`config.mk`:
```
export PLATFORM = sky130hd
export DESIGN_NAME = proximity_safety_gate
export DESIGN_NICKNAME = d
export VERILOG_FILES = /design/src/design/psg_pkg.sv /design/src/design/psg_front.sv /design/src/design/psg_queue.sv /design/src/design/psg_back.sv /design/src/design/proximity_safety_gate.sv
export SDC_FILE = /design/constraint.sdc
export NUM_CORES = 2
export LEC_CHECK = 0
export BUFFER_PORTS_ARGS = -buffer_cell sky130_fd_sc_hd__buf_4
export CAP_MARGIN = 20
export CORE_UTILIZATION = 50
export CTS_BUF_LIST = sky130_fd_sc_hd__clkbuf_4 sky130_fd_sc_hd__clkbuf_8 sky130_fd_sc_hd__clkbuf_16
export CTS_CLUSTER_SIZE = 16
export DETAILED_ROUTE_END_ITERATION = 8
export GPL_ROUTABILITY_DRIVEN = 1
export PLACE_DENSITY = 0.7
export SLEW_MARGIN = 20
export SYNTH_ARGS = -nofsm -noshare
export SYNTH_HDL_FRONTEND = slang
export SYNTH_SLANG_ARGS = --single-unit
export TNS_END_PERCENT = 20
```
`constraint.sdc`:
```
create_clock -name clk -period 9.86 [get_ports clk]
set_clock_uncertainty 0.05 [all_clocks]
set_input_delay 1.479 -clock clk [delete_from_list [all_inputs] [get_ports clk]]
set_output_delay 1.479 -clock clk [all_outputs]
set_load 0.05 [all_outputs]
```
`src/design/psg_pkg.sv`:
```
`default_nettype none
// ----------------------------------------------------------------------------
// psg_pkg
// Shared types, constants and the reciprocal table of the proximity gate.
// ----------------------------------------------------------------------------
package psg_pkg;

    // field widths
    localparam int VEL_W   = 16;
    localparam int RANGE_W = 17;
    localparam int THR_W   = 16;
    localparam int SUM_W   = 19;
    localparam int DIR_W   = 2;

    // command history
    localparam int HIST_DEPTH = 5;
    localparam int HIST_IDX_W = $clog2(HIST_DEPTH);
    localparam int HIST_CNT_W = $clog2(HIST_DEPTH + 1);

    // scan indexing
    localparam int MAX_SCAN_POINTS = 1024;
    localparam int SCAN_IDX_W      = $clog2(MAX_SCAN_POINTS);
    localparam int SCAN_N_W        = SCAN_IDX_W + 1;
    localparam int SECTOR_W        = SCAN_N_W + 1;

    // range handling
    localparam logic [RANGE_W-1:0] NO_RANGE    = 17'd100000;
    localparam logic [RANGE_W-1:0] EXIT_MARGIN = 17'd500;
    localparam logic signed [VEL_W-1:0] REVERSE_SPEED = -16'sd500;

    // sector codes
    localparam logic [DIR_W-1:0] DIR_UNKNOWN = 2'd0;
    localparam logic [DIR_W-1:0] DIR_RIGHT   = 2'd1;
    localparam logic [DIR_W-1:0] DIR_FRONT   = 2'd2;
    localparam logic [DIR_W-1:0] DIR_LEFT    = 2'd3;

    // result kinds
    localparam logic KIND_DRIVE  = 1'b0;
    localparam logic KIND_REPORT = 1'b1;

    // input word kinds
    localparam logic CMD_USER  = 1'b0;
    localparam logic CMD_RANGE = 1'b1;

    // averaging by reciprocal multiply
    localparam int RECIP_SHIFT = 22;
    localparam int RECIP_W     = RECIP_SHIFT + 1;
    localparam int ABS_W       = SUM_W - 1;
    localparam int PROD_W      = ABS_W + RECIP_W;
    localparam int QUOT_W      = VEL_W + 1;

    // configuration registers
    localparam int APB_AW   = 4;
    localparam int APB_DW   = 32;
    localparam int REG_IDX_W = 2;
    localparam logic [REG_IDX_W-1:0] REG_THRESHOLD  = 2'd0;
    localparam logic [REG_IDX_W-1:0] REG_RANGE_LOW  = 2'd1;
    localparam logic [REG_IDX_W-1:0] REG_RANGE_HIGH = 2'd2;
    localparam logic [THR_W-1:0]   THRESHOLD_RESET  = 16'd1000;
    localparam logic [RANGE_W-1:0] RANGE_LOW_RESET  = 17'd100;
    localparam logic [RANGE_W-1:0] RANGE_HIGH_RESET = 17'd30000;

    // job queue
    localparam int QUEUE_DEPTH = 4;
    localparam int QUEUE_AW    = $clog2(QUEUE_DEPTH);
    localparam int QUEUE_CW    = $clog2(QUEUE_DEPTH + 1);

    // one classified job from the front to the back
    typedef struct packed {
        logic                        kind;
        logic                        two;
        logic signed [VEL_W-1:0]     drive_lin;
        logic signed [VEL_W-1:0]     drive_ang;
        logic [RANGE_W-1:0]          near_mm;
        logic [DIR_W-1:0]            dir;
        logic [THR_W-1:0]            thr;
        logic                        backup;
        logic signed [SUM_W-1:0]     sum_lin;
        logic signed [SUM_W-1:0]     sum_ang;
        logic [HIST_CNT_W-1:0]       count;
    } job_t;

    // one result word
    typedef struct packed {
        logic                        kind;
        logic signed [VEL_W-1:0]     drive_linear;
        logic signed [VEL_W-1:0]     drive_angular;
        logic                        is_override;
        logic [RANGE_W-1:0]          near_distance;
        logic [DIR_W-1:0]            direction;
        logic [THR_W-1:0]            threshold_now;
        logic                        backup_active;
        logic                        avg_valid;
        logic signed [VEL_W-1:0]     mean_linear;
        logic signed [VEL_W-1:0]     mean_angular;
        logic                        last;
    } result_t;

    // config values seen by the front
    typedef struct packed {
        logic [THR_W-1:0]   thr;
        logic [RANGE_W-1:0] low;
        logic [RANGE_W-1:0] high;
    } cfg_t;

    typedef enum logic [1:0] {
        BK_IDLE,
        BK_CALC,
        BK_FIRST,
        BK_SECOND
    } back_state_t;

    // ceil(2^RECIP_SHIFT / c), exact for magnitudes below 2^18
    function automatic logic [RECIP_W-1:0] recip(input logic [HIST_CNT_W-1:0] c);
        logic [RECIP_W-1:0] r;
        case (c)
            3'd1:    r = 23'd4194304;
            3'd2:    r = 23'd2097152;
            3'd3:    r = 23'd1398102;
            3'd4:    r = 23'd1048576;
            3'd5:    r = 23'd838861;
            default: r = '0;
        endcase
        return r;
    endfunction

endpackage
`default_nettype wire

```
`src/design/psg_front.sv`:
```
`default_nettype none
// ----------------------------------------------------------------------------
// psg_front
// Takes input words, keeps command history and scan minimum, decides backup
// mode and pushes one classified job per word that yields results.
// ----------------------------------------------------------------------------
module psg_front (
    input  wire logic                              clk,
    input  wire logic                              rst_n,
    input  wire logic                              accept,
    input  wire logic                              cmd,
    input  wire logic signed [psg_pkg::VEL_W-1:0]  linear_vel,
    input  wire logic signed [psg_pkg::VEL_W-1:0]  angular_vel,
    input  wire logic [psg_pkg::RANGE_W-1:0]       range_sample,
    input  wire logic                              sample_last,
    input  wire psg_pkg::cfg_t                     cfg,
    output psg_pkg::job_t                          job,
    output logic                                   job_push
);

    // history store, oldest entry read before it is overwritten
    logic signed [psg_pkg::VEL_W-1:0] hist_lin_reg [psg_pkg::HIST_DEPTH];
    logic signed [psg_pkg::VEL_W-1:0] hist_ang_reg [psg_pkg::HIST_DEPTH];

    logic [psg_pkg::HIST_CNT_W-1:0]   hist_count_reg, hist_count_next;
    logic [psg_pkg::HIST_IDX_W-1:0]   hist_pos_reg, hist_pos_next;
    logic signed [psg_pkg::SUM_W-1:0] sum_lin_reg, sum_lin_next;
    logic signed [psg_pkg::SUM_W-1:0] sum_ang_reg, sum_ang_next;
    logic [psg_pkg::RANGE_W-1:0]      scan_min_reg, scan_min_next;
    logic [psg_pkg::SCAN_IDX_W-1:0]   min_idx_reg, min_idx_next;
    logic                             min_found_reg, min_found_next;
    logic [psg_pkg::SCAN_IDX_W-1:0]   sample_idx_reg, sample_idx_next;
    logic                             backing_reg, backing_next;

    logic                             hist_full;
    logic signed [psg_pkg::SUM_W:0]   lin_acc, ang_acc;
    logic signed [psg_pkg::SUM_W-1:0] sum_lin_new, sum_ang_new;
    logic [psg_pkg::HIST_CNT_W-1:0]   count_new;
    logic                             hit;
    logic [psg_pkg::RANGE_W-1:0]      dist_new;
    logic [psg_pkg::SCAN_IDX_W-1:0]   idx_new;
    logic                             found_new;
    logic [psg_pkg::SECTOR_W-1:0]     n_ext, two_n, idx_p1, sector_t;
    logic [psg_pkg::DIR_W-1:0]        dir_new;
    logic                             backup_enter, backup_exit, backup_after;

    // history update for a user command
    always_comb
    begin
        hist_full = (hist_count_reg == psg_pkg::HIST_CNT_W'(psg_pkg::HIST_DEPTH));
        lin_acc = (psg_pkg::SUM_W+1)'(sum_lin_reg) + (psg_pkg::SUM_W+1)'(linear_vel);
        ang_acc = (psg_pkg::SUM_W+1)'(sum_ang_reg) + (psg_pkg::SUM_W+1)'(angular_vel);
        if (hist_full)
        begin
            lin_acc = lin_acc - (psg_pkg::SUM_W+1)'(hist_lin_reg[hist_pos_reg]);
            ang_acc = ang_acc - (psg_pkg::SUM_W+1)'(hist_ang_reg[hist_pos_reg]);
            count_new = hist_count_reg;
        end
        else
        begin
            count_new = hist_count_reg + 1'b1;
        end
        sum_lin_new = lin_acc[psg_pkg::SUM_W-1:0];
        sum_ang_new = ang_acc[psg_pkg::SUM_W-1:0];
    end

    // nearest sample tracking and sector of the scan
    always_comb
    begin
        hit = (range_sample < scan_min_reg) && (range_sample > cfg.low)
              && (range_sample < cfg.high);
        dist_new  = hit ? range_sample : scan_min_reg;
        idx_new   = hit ? sample_idx_reg : min_idx_reg;
        found_new = hit | min_found_reg;
        n_ext     = psg_pkg::SECTOR_W'(sample_idx_reg) + 1'b1;
        two_n     = n_ext << 1;
        idx_p1    = psg_pkg::SECTOR_W'(idx_new) + 1'b1;
        sector_t  = (idx_p1 << 1) + idx_p1;
        if (!found_new)
            dir_new = psg_pkg::DIR_UNKNOWN;
        else if (sector_t <= n_ext)
            dir_new = psg_pkg::DIR_RIGHT;
        else if (sector_t <= two_n)
            dir_new = psg_pkg::DIR_FRONT;
        else
            dir_new = psg_pkg::DIR_LEFT;
        backup_enter = backing_reg || (dist_new < psg_pkg::RANGE_W'(cfg.thr));
        backup_exit  = backup_enter
                       && (dist_new > (psg_pkg::RANGE_W'(cfg.thr) + psg_pkg::EXIT_MARGIN));
        backup_after = backup_enter && !backup_exit;
    end

    // state next values and job build
    always_comb
    begin
        hist_count_next = hist_count_reg;
        hist_pos_next   = hist_pos_reg;
        sum_lin_next    = sum_lin_reg;
        sum_ang_next    = sum_ang_reg;
        scan_min_next   = scan_min_reg;
        min_idx_next    = min_idx_reg;
        min_found_next  = min_found_reg;
        sample_idx_next = sample_idx_reg;
        backing_next    = backing_reg;
        job_push        = 1'b0;
        job             = '0;
        if (accept)
        begin
            case (cmd)
                psg_pkg::CMD_USER:
                begin
                    hist_count_next = count_new;
                    hist_pos_next   = (hist_pos_reg
                                       == psg_pkg::HIST_IDX_W'(psg_pkg::HIST_DEPTH - 1))
                                      ? '0 : hist_pos_reg + 1'b1;
                    sum_lin_next    = sum_lin_new;
                    sum_ang_next    = sum_ang_new;
                    job_push        = !backing_reg;
                    job.kind        = psg_pkg::KIND_DRIVE;
                    job.drive_lin   = linear_vel;
                    job.drive_ang   = angular_vel;
                    job.sum_lin     = sum_lin_new;
                    job.sum_ang     = sum_ang_new;
                    job.count       = count_new;
                end
                psg_pkg::CMD_RANGE:
                begin
                    if (sample_last)
                    begin
                        scan_min_next   = psg_pkg::NO_RANGE;
                        min_idx_next    = '0;
                        min_found_next  = 1'b0;
                        sample_idx_next = '0;
                        backing_next    = backup_after;
                        job_push        = 1'b1;
                        job.kind        = psg_pkg::KIND_REPORT;
                        job.two         = backup_after;
                        job.near_mm     = dist_new;
                        job.dir         = dir_new;
                        job.thr         = cfg.thr;
                        job.backup      = backup_after;
                        job.sum_lin     = sum_lin_reg;
                        job.sum_ang     = sum_ang_reg;
                        job.count       = hist_count_reg;
                    end
                    else
                    begin
                        scan_min_next  = dist_new;
                        min_idx_next   = idx_new;
                        min_found_next = found_new;
                        if (sample_idx_reg != psg_pkg::SCAN_IDX_W'(psg_pkg::MAX_SCAN_POINTS - 1))
                            sample_idx_next = sample_idx_reg + 1'b1;
                    end
                end
                default:
                begin
                    job_push = 1'b0;
                end
            endcase
        end
    end

    // control state
    always_ff @(posedge clk or negedge rst_n)
    begin
        if (!rst_n)
        begin
            hist_count_reg <= '0;
            hist_pos_reg   <= '0;
            sum_lin_reg    <= '0;
            sum_ang_reg    <= '0;
            scan_min_reg   <= psg_pkg::NO_RANGE;
            min_idx_reg    <= '0;
            min_found_reg  <= 1'b0;
            sample_idx_reg <= '0;
            backing_reg    <= 1'b0;
        end
        else
        begin
            hist_count_reg <= hist_count_next;
            hist_pos_reg   <= hist_pos_next;
            sum_lin_reg    <= sum_lin_next;
            sum_ang_reg    <= sum_ang_next;
            scan_min_reg   <= scan_min_next;
            min_idx_reg    <= min_idx_next;
            min_found_reg  <= min_found_next;
            sample_idx_reg <= sample_idx_next;
            backing_reg    <= backing_next;
        end
    end

    // history entries
    always_ff @(posedge clk)
    begin
        if (accept && (cmd == psg_pkg::CMD_USER))
        begin
            hist_lin_reg[hist_pos_reg] <= linear_vel;
            hist_ang_reg[hist_pos_reg] <= angular_vel;
        end
    end

endmodule
`default_nettype wire

```
`src/design/psg_queue.sv`:
```
`default_nettype none
// ----------------------------------------------------------------------------
// psg_queue
// Short job queue between the front and the back.
// ----------------------------------------------------------------------------
module psg_queue (
    input  wire logic          clk,
    input  wire logic          rst_n,
    input  wire logic          push,
    input  wire psg_pkg::job_t job_in,
    output logic               full,
    input  wire logic          pop,
    output psg_pkg::job_t      job_out,
    output logic               empty
);

    psg_pkg::job_t                slot_reg [psg_pkg::QUEUE_DEPTH];
    logic [psg_pkg::QUEUE_AW-1:0] wr_ptr_reg, wr_ptr_next;
    logic [psg_pkg::QUEUE_AW-1:0] rd_ptr_reg, rd_ptr_next;
    logic [psg_pkg::QUEUE_CW-1:0] count_reg, count_next;
    logic                         do_push, do_pop;

    // occupancy and pointers
    always_comb
    begin
        full    = (count_reg == psg_pkg::QUEUE_CW'(psg_pkg::QUEUE_DEPTH));
        empty   = (count_reg == '0);
        do_push = push && !full;
        do_pop  = pop && !empty;
        wr_ptr_next = do_push ? wr_ptr_reg + 1'b1 : wr_ptr_reg;
        rd_ptr_next = do_pop ? rd_ptr_reg + 1'b1 : rd_ptr_reg;
        count_next  = count_reg;
        if (do_push && !do_pop)
            count_next = count_reg + 1'b1;
        else if (do_pop && !do_push)
            count_next = count_reg - 1'b1;
        job_out = slot_reg[rd_ptr_reg];
    end

    always_ff @(posedge clk or negedge rst_n)
    begin
        if (!rst_n)
        begin
            wr_ptr_reg <= '0;
            rd_ptr_reg <= '0;
            count_reg  <= '0;
        end
        else
        begin
            wr_ptr_reg <= wr_ptr_next;
            rd_ptr_reg <= rd_ptr_next;
            count_reg  <= count_next;
        end
    end

    // slot storage
    always_ff @(posedge clk)
    begin
        if (do_push)
            slot_reg[wr_ptr_reg] <= job_in;
    end

    // checks
    a_count_bound: assert property (@(posedge clk) disable iff (!rst_n)
        count_reg <= psg_pkg::QUEUE_CW'(psg_pkg::QUEUE_DEPTH))
        else $error("queue occupancy beyond depth");
    a_no_push_full: assert property (@(posedge clk) disable iff (!rst_n)
        !(push && full))
        else $error("job pushed while queue full");
    a_push_grows: assert property (@(posedge clk) disable iff (!rst_n)
        (do_push && !do_pop) |=> (count_reg == $past(count_reg) + 1'b1))
        else $error("queue push lost");
    a_pop_shrinks: assert property (@(posedge clk) disable iff (!rst_n)
        (do_pop && !do_push) |=> (count_reg == $past(count_reg) - 1'b1))
        else $error("queue pop lost");

endmodule
`default_nettype wire

```
`src/design/psg_back.sv`:
```
`default_nettype none
// ----------------------------------------------------------------------------
// psg_back
// Takes jobs from the queue, works out the history means and presents the
// one or two result words of each job.
// ----------------------------------------------------------------------------
module psg_back (
    input  wire logic          clk,
    input  wire logic          rst_n,
    input  wire psg_pkg::job_t job_in,
    input  wire logic          job_empty,
    output logic               job_pop,
    output psg_pkg::result_t   result,
    output logic               empty,
    input  wire logic          pop
);

    psg_pkg::back_state_t state_reg, state_next;
    psg_pkg::job_t        job_reg;
    logic [psg_pkg::PROD_W-1:0] prod_lin_reg, prod_ang_reg;
    logic                       neg_lin_reg, neg_ang_reg;

    logic signed [psg_pkg::SUM_W-1:0] neg_sum_lin, neg_sum_ang;
    logic [psg_pkg::ABS_W-1:0]        abs_lin, abs_ang;
    logic [psg_pkg::RECIP_W-1:0]      rcp;
    logic [psg_pkg::QUOT_W-1:0]       quot_lin, quot_ang;
    logic [psg_pkg::QUOT_W-1:0]       sq_lin, sq_ang;
    logic signed [psg_pkg::VEL_W-1:0] avg_lin, avg_ang;

    // magnitudes and reciprocal of the count
    always_comb
    begin
        neg_sum_lin = -job_reg.sum_lin;
        neg_sum_ang = -job_reg.sum_ang;
        abs_lin = job_reg.sum_lin[psg_pkg::SUM_W-1] ? neg_sum_lin[psg_pkg::ABS_W-1:0]
                                                    : job_reg.sum_lin[psg_pkg::ABS_W-1:0];
        abs_ang = job_reg.sum_ang[psg_pkg::SUM_W-1] ? neg_sum_ang[psg_pkg::ABS_W-1:0]
                                                    : job_reg.sum_ang[psg_pkg::ABS_W-1:0];
        rcp = psg_pkg::recip(job_reg.count);
    end

    // quotient with sign restored, truncated toward zero
    always_comb
    begin
        quot_lin = prod_lin_reg[psg_pkg::RECIP_SHIFT +: psg_pkg::QUOT_W];
        quot_ang = prod_ang_reg[psg_pkg::RECIP_SHIFT +: psg_pkg::QUOT_W];
        sq_lin   = neg_lin_reg ? -quot_lin : quot_lin;
        sq_ang   = neg_ang_reg ? -quot_ang : quot_ang;
        avg_lin  = sq_lin[psg_pkg::VEL_W-1:0];
        avg_ang  = sq_ang[psg_pkg::VEL_W-1:0];
    end

    // next state
    always_comb
    begin
        state_next = state_reg;
        case (state_reg)
            psg_pkg::BK_IDLE:
                if (!job_empty)
                    state_next = psg_pkg::BK_CALC;
            psg_pkg::BK_CALC:
                state_next = psg_pkg::BK_FIRST;
            psg_pkg::BK_FIRST:
                if (pop)
                    state_next = job_reg.two ? psg_pkg::BK_SECOND : psg_pkg::BK_IDLE;
            psg_pkg::BK_SECOND:
                if (pop)
                    state_next = psg_pkg::BK_IDLE;
            default:
                state_next = psg_pkg::BK_IDLE;
        endcase
    end

    // outputs
    always_comb
    begin
        job_pop = 1'b0;
        empty   = 1'b1;
        result  = '0;
        result.avg_valid    = (job_reg.count != '0);
        result.mean_linear  = avg_lin;
        result.mean_angular = avg_ang;
        case (state_reg)
            psg_pkg::BK_IDLE:
                job_pop = !job_empty;
            psg_pkg::BK_CALC:
                job_pop = 1'b0;
            psg_pkg::BK_FIRST:
            begin
                empty                = 1'b0;
                result.kind          = job_reg.kind;
                result.drive_linear  = job_reg.drive_lin;
                result.drive_angular = job_reg.drive_ang;
                result.near_distance = job_reg.near_mm;
                result.direction     = job_reg.dir;
                result.threshold_now = job_reg.thr;
                result.backup_active = job_reg.backup;
                result.last          = !job_reg.two;
            end
            psg_pkg::BK_SECOND:
            begin
                empty                = 1'b0;
                result.kind          = psg_pkg::KIND_DRIVE;
                result.drive_linear  = (job_reg.dir == psg_pkg::DIR_FRONT)
                                       ? psg_pkg::REVERSE_SPEED : '0;
                result.is_override   = 1'b1;
                result.backup_active = job_reg.backup;
                result.last          = 1'b1;
            end
            default:
                empty = 1'b1;
        endcase
    end

    always_ff @(posedge clk or negedge rst_n)
    begin
        if (!rst_n)
            state_reg <= psg_pkg::BK_IDLE;
        else
            state_reg <= state_next;
    end

    // job capture and products
    always_ff @(posedge clk)
    begin
        if (job_pop)
            job_reg <= job_in;
        if (state_reg == psg_pkg::BK_CALC)
        begin
            prod_lin_reg <= psg_pkg::PROD_W'(abs_lin) * psg_pkg::PROD_W'(rcp);
            prod_ang_reg <= psg_pkg::PROD_W'(abs_ang) * psg_pkg::PROD_W'(rcp);
            neg_lin_reg  <= job_reg.sum_lin[psg_pkg::SUM_W-1];
            neg_ang_reg  <= job_reg.sum_ang[psg_pkg::SUM_W-1];
        end
    end

endmodule
`default_nettype wire

```
`src/design/proximity_safety_gate.sv`:
```
`default_nettype none
// ----------------------------------------------------------------------------
// proximity_safety_gate
// Safety gate between user velocity commands and the wheels, driven by a
// laser range scan.
// ----------------------------------------------------------------------------
// Usage
//   Input side: a word is taken on a clock edge with push high and full low.
//   cmd low carries a user command (linear_vel, angular_vel), cmd high one
//   range sample, sample_last marking the end of a scan.
//   Result side: while empty is low the oldest result is on the result ports;
//   it is taken on an edge with pop high. A scan end gives a state report and,
//   in backup, an override drive word; a user command gives a drive word
//   unless backup holds; other words give nothing.
//   A result shows after its job has passed the queue and the CALC state.
//   Throughput: the front takes one word per cycle while its four-entry job
//   queue has room. The back handles one job at a time: it fetches the job,
//   does the mean multiply and then presents each result word until it is
//   popped, and fetches the next job only after the last word is popped.
//   A stalled receiver holds the result; the queue fills and then full rises.
//   Reset clears history, scan tracking, backup mode and the queue; the
//   registers return to threshold 1000, range limits 100 and 30000.
//   Registers: threshold at 0x0, lower limit at 0x4, upper limit at 0x8.
// ----------------------------------------------------------------------------
module proximity_safety_gate (
    input  wire logic                              clk,
    input  wire logic                              rst_n,
    // configuration
    input  wire logic                              psel,
    input  wire logic                              penable,
    input  wire logic                              pwrite,
    input  wire logic [psg_pkg::APB_AW-1:0]        paddr,
    input  wire logic [psg_pkg::APB_DW-1:0]        pwdata,
    output logic [psg_pkg::APB_DW-1:0]             prdata,
    output logic                                   pready,
    // input words
    input  wire logic                              push,
    output logic                                   full,
    input  wire logic                              cmd,
    input  wire logic signed [psg_pkg::VEL_W-1:0]  linear_vel,
    input  wire logic signed [psg_pkg::VEL_W-1:0]  angular_vel,
    input  wire logic [psg_pkg::RANGE_W-1:0]       range_sample,
    input  wire logic                              sample_last,
    // result words
    output logic                                   empty,
    input  wire logic                              pop,
    output logic                                   kind,
    output logic signed [psg_pkg::VEL_W-1:0]       drive_linear,
    output logic signed [psg_pkg::VEL_W-1:0]       drive_angular,
    output logic                                   is_override,
    output logic [psg_pkg::RANGE_W-1:0]            near_distance,
    output logic [psg_pkg::DIR_W-1:0]              direction,
    output logic [psg_pkg::THR_W-1:0]              threshold_now,
    output logic                                   backup_active,
    output logic                                   avg_valid,
    output logic signed [psg_pkg::VEL_W-1:0]       mean_linear,
    output logic signed [psg_pkg::VEL_W-1:0]       mean_angular,
    output logic                                   last
);

    logic [psg_pkg::THR_W-1:0]     thr_reg;
    logic [psg_pkg::RANGE_W-1:0]   low_reg, high_reg;
    logic [psg_pkg::REG_IDX_W-1:0] reg_idx;
    logic                          cfg_write;
    psg_pkg::cfg_t                 cfg;
    psg_pkg::job_t                 front_job, queue_job;
    logic                          job_push, job_pop, queue_empty, queue_full;
    logic                          accept;
    psg_pkg::result_t              result;

    // register access
    assign pready    = 1'b1;
    assign reg_idx   = paddr[psg_pkg::APB_AW-1:2];
    assign cfg_write = psel && penable && pwrite && pready;

    always_comb
    begin
        case (reg_idx)
            psg_pkg::REG_THRESHOLD:  prdata = psg_pkg::APB_DW'(thr_reg);
            psg_pkg::REG_RANGE_LOW:  prdata = psg_pkg::APB_DW'(low_reg);
            psg_pkg::REG_RANGE_HIGH: prdata = psg_pkg::APB_DW'(high_reg);
            default:                 prdata = '0;
        endcase
    end

    always_ff @(posedge clk or negedge rst_n)
    begin
        if (!rst_n)
        begin
            thr_reg  <= psg_pkg::THRESHOLD_RESET;
            low_reg  <= psg_pkg::RANGE_LOW_RESET;
            high_reg <= psg_pkg::RANGE_HIGH_RESET;
        end
        else if (cfg_write)
        begin
            case (reg_idx)
                psg_pkg::REG_THRESHOLD:  thr_reg  <= pwdata[psg_pkg::THR_W-1:0];
                psg_pkg::REG_RANGE_LOW:  low_reg  <= pwdata[psg_pkg::RANGE_W-1:0];
                psg_pkg::REG_RANGE_HIGH: high_reg <= pwdata[psg_pkg::RANGE_W-1:0];
                default:                 thr_reg  <= thr_reg;
            endcase
        end
    end

    assign cfg.thr  = thr_reg;
    assign cfg.low  = low_reg;
    assign cfg.high = high_reg;

    // input word handshake
    assign full   = queue_full;
    assign accept = push && !queue_full;

    psg_front u_front (
        .clk          (clk),
        .rst_n        (rst_n),
        .accept       (accept),
        .cmd          (cmd),
        .linear_vel   (linear_vel),
        .angular_vel  (angular_vel),
        .range_sample (range_sample),
        .sample_last  (sample_last),
        .cfg          (cfg),
        .job          (front_job),
        .job_push     (job_push)
    );

    psg_queue u_queue (
        .clk     (clk),
        .rst_n   (rst_n),
        .push    (job_push),
        .job_in  (front_job),
        .full    (queue_full),
        .pop     (job_pop),
        .job_out (queue_job),
        .empty   (queue_empty)
    );

    psg_back u_back (
        .clk       (clk),
        .rst_n     (rst_n),
        .job_in    (queue_job),
        .job_empty (queue_empty),
        .job_pop   (job_pop),
        .result    (result),
        .empty     (empty),
        .pop       (pop)
    );

    // result fields
    assign kind          = result.kind;
    assign drive_linear  = result.drive_linear;
    assign drive_angular = result.drive_angular;
    assign is_override   = result.is_override;
    assign near_distance = result.near_distance;
    assign direction     = result.direction;
    assign threshold_now = result.threshold_now;
    assign backup_active = result.backup_active;
    assign avg_valid     = result.avg_valid;
    assign mean_linear   = result.mean_linear;
    assign mean_angular  = result.mean_angular;
    assign last          = result.last;

endmodule
`default_nettype wire
```
==> impl_metrics.toml <==
[timing]
final-hold-violation-count = 0
tightest_slew_ps = 1070
slew_headroom_pct = 28.4
period_share_pct = 90.3
finalCriticalPeriod_ps = 8900
max_freq_mhz = 112
setup_viol = 0
rsz0062_at_grt = "no"
maxSlewViolCount = 0
tns_ps = 0

[worst_setup_path]
crit_type = "reg -> reg"
worstPathRequired_ps = 10200
max_stage_delay_ps = 540
start_kind = "flop"
crit_path_max_fanout = 5
crit_path_frequent_cell = "fa_1"
worstSetupEndpointType = "flop"
cp_slowest_cell = "fa_1"
arrival_ps = 9240

[detailed_routing]
num_vias = 35569
ant_nets = 0
wire_per_inst_um = 19.5
drc_errors = 0
dr.first_iter.drc_count = 2554
dr.pass1.iters = 5
wl_um = 127000
vias_per_cell = 5.44

[grt]
grt.overflow.total = 0
grt_pass1_vias = 37109
grt_max_degree = 89
antenna_found_initial = 4
grt_pass1_wl_um = 204000
grtUsageTotal_pct = 22.3

[cts]
clock_latency_ps = 690
root_buffer = "clkbuf_16"
cts_max_path_buffers = 3
numCtsBuffers = 92
postCtsResizedCells = 0
cts_tree = "yes"
clkTransAtPathRegs_ps = 60
cts_hold_buf = 0
clkSinkCount = 886
cts_max_level = 3
post_cts_buffers = 0

[floorplan]
io_pins = 233
die_area_um2 = 117000
rows = 124
start_util_pct = 50.4
die_h_um = 342
core_area_um2 = 114000
die_w_um = 342

[cells_and_area]
largest_register_ffs = 440
nNetsFinal = 5885
drive_above_1_share_pct = 12.1
syn2layout_area_growth_pct = 11.2

[logic_synthesis]
netlist_area_um2 = 57700
synth_flop_cell = "edfxtp_1"
ys_seq_elements = 886
yosysWarnings = 0
synth_top_cells_by_count = "edfxtp_1, inv_1, ha_1"
netlist.area_leader.share_pct = 38.7
yosysSeqAreaShare_pct = 44.9
async_flop_share_pct = 16.0
yosysTopAreaCell = "edfxtp_1"
ys_types = 86
yosysMostFrequentCell = "edfxtp_1"
synthCells = 4760
ys_top_cells_by_area = "edfxtp_1, fa_1, ha_1"
syn_avg_cell_area_um2 = 12.1
synth-edff-count = 744

[run]
drv_cap = 0

[place]
place.port_buffers = 199
place.gp.congestion = 0.907
dp_hpwl_um = 94600

[outcome]
status = "finished clean"

[worst_hold_path]
hold_class = "reg -> reg"
metal layers:
layer	up-vias	track usage, %	wire [um]
li1	16704	-	-
met1	17840	31.9	58300
met2	886	36.6	60200
met3	139	2.46	6230
met4	0	5.14	2550
met5	-	0	0
path summary, 6_finish.rpt:
kind                       cells past startpoint                 endpoint  slack (ps)             startpoint
hold reg to reg                                2    u_front.min_found_reg         440  u_front.min_found_reg
min in group asynchronous                      1              low_reg[16]         850                  rst_n
setup reg to reg                              29  u_back.prod_ang_reg[35]         960      u_back.job_reg[3]
max in group asynchronous                      2  u_front.hist_pos_reg[2]        7470                  rst_n
hold / removal                                 2    u_front.min_found_reg         440  u_front.min_found_reg
setup / recovery                              29  u_back.prod_ang_reg[35]         960      u_back.job_reg[3]
final cells by class:
class	instances	area, um2
inverters	731	2740
repair buffers	241	1810
clock inverters	59	756
flip-flops and latches	886	25900
multi-input cells	2996	28500
clock buffers	113	2510
well taps	1512	1890
diodes	3	7.51
fillers	9341	50200
logic make-up (layout without fill, tap and decap cells):
| family | Yosys count | count (layout) | synth area share, % |
|---|---|---|---|
| flops | 886 | 886 | 44.9 |
| buf+inv | 894 | 1144 | 5.97 |
| compound gates | 701 | 701 | 7.79 |
| xor+xnor | 231 | 231 | 3.55 |
| mux | 215 | 215 | 6.18 |
| fa+ha+maj | 843 | 843 | 23.7 |
| simple gates | 988 | 988 | 7.85 |
| other cells | 2 | 21 | 0.0130 |
critical path: cells and delay by family (launching register included):
kind | cells | cell delay (ps)
buffers and inverters | 4 | 270
xor gates and xnor gates | 1 | 160
AOI/OAI and AO/OA | 7 | 2040
and+or+nand+nor | 10 | 2380
DFF | 1 | 450
adders and majority gates | 7 | 3260
per-stage QoR:
stage               cells  setup slack (ps)  util (%)  hold WS [ps]  instance area [um2]
finish               6541               958      56.1           439                64100
global route         6541               400      56.1           463                64100
CTS                  6538               902      56.1           442                64100
detailed placement   6366               884      53.2           431                60800
global placement     6366              1010      53.2           424                60800
floorplan            4776              67.8         -           374                57700
layout by cell type (no fill, tap or decap), types with 23 or more instances in the layout:
| cell | instances |
|---|---|
| edfxtp_1 | 744 |
| inv_1 | 728 |
| ha_1 | 427 |
| fa_1 | 416 |
| nand2_1 | 361 |
| nor2_1 | 279 |
| buf_4 | 240 |
| a21oi_1 | 186 |
| o21ai_0 | 164 |
| xnor2_1 | 147 |
| dfrtp_1 | 116 |
| mux4_2 | 110 |
| a21o_1 | 102 |
| and2_1 | 100 |
| clkbuf_16 | 93 |
| xor2_1 | 82 |
| mux2i_1 | 81 |
| nand3_1 | 47 |
| o21a_1 | 42 |
| nor3_1 | 36 |
| nand2b_1 | 35 |
| a221oi_1 | 33 |
| o31ai_1 | 26 |
| and3_1 | 23 |
Power is left out: the tool's default activity adds up to more than one toggle a clock period on the data nets, which glitch-free logic cannot reach.
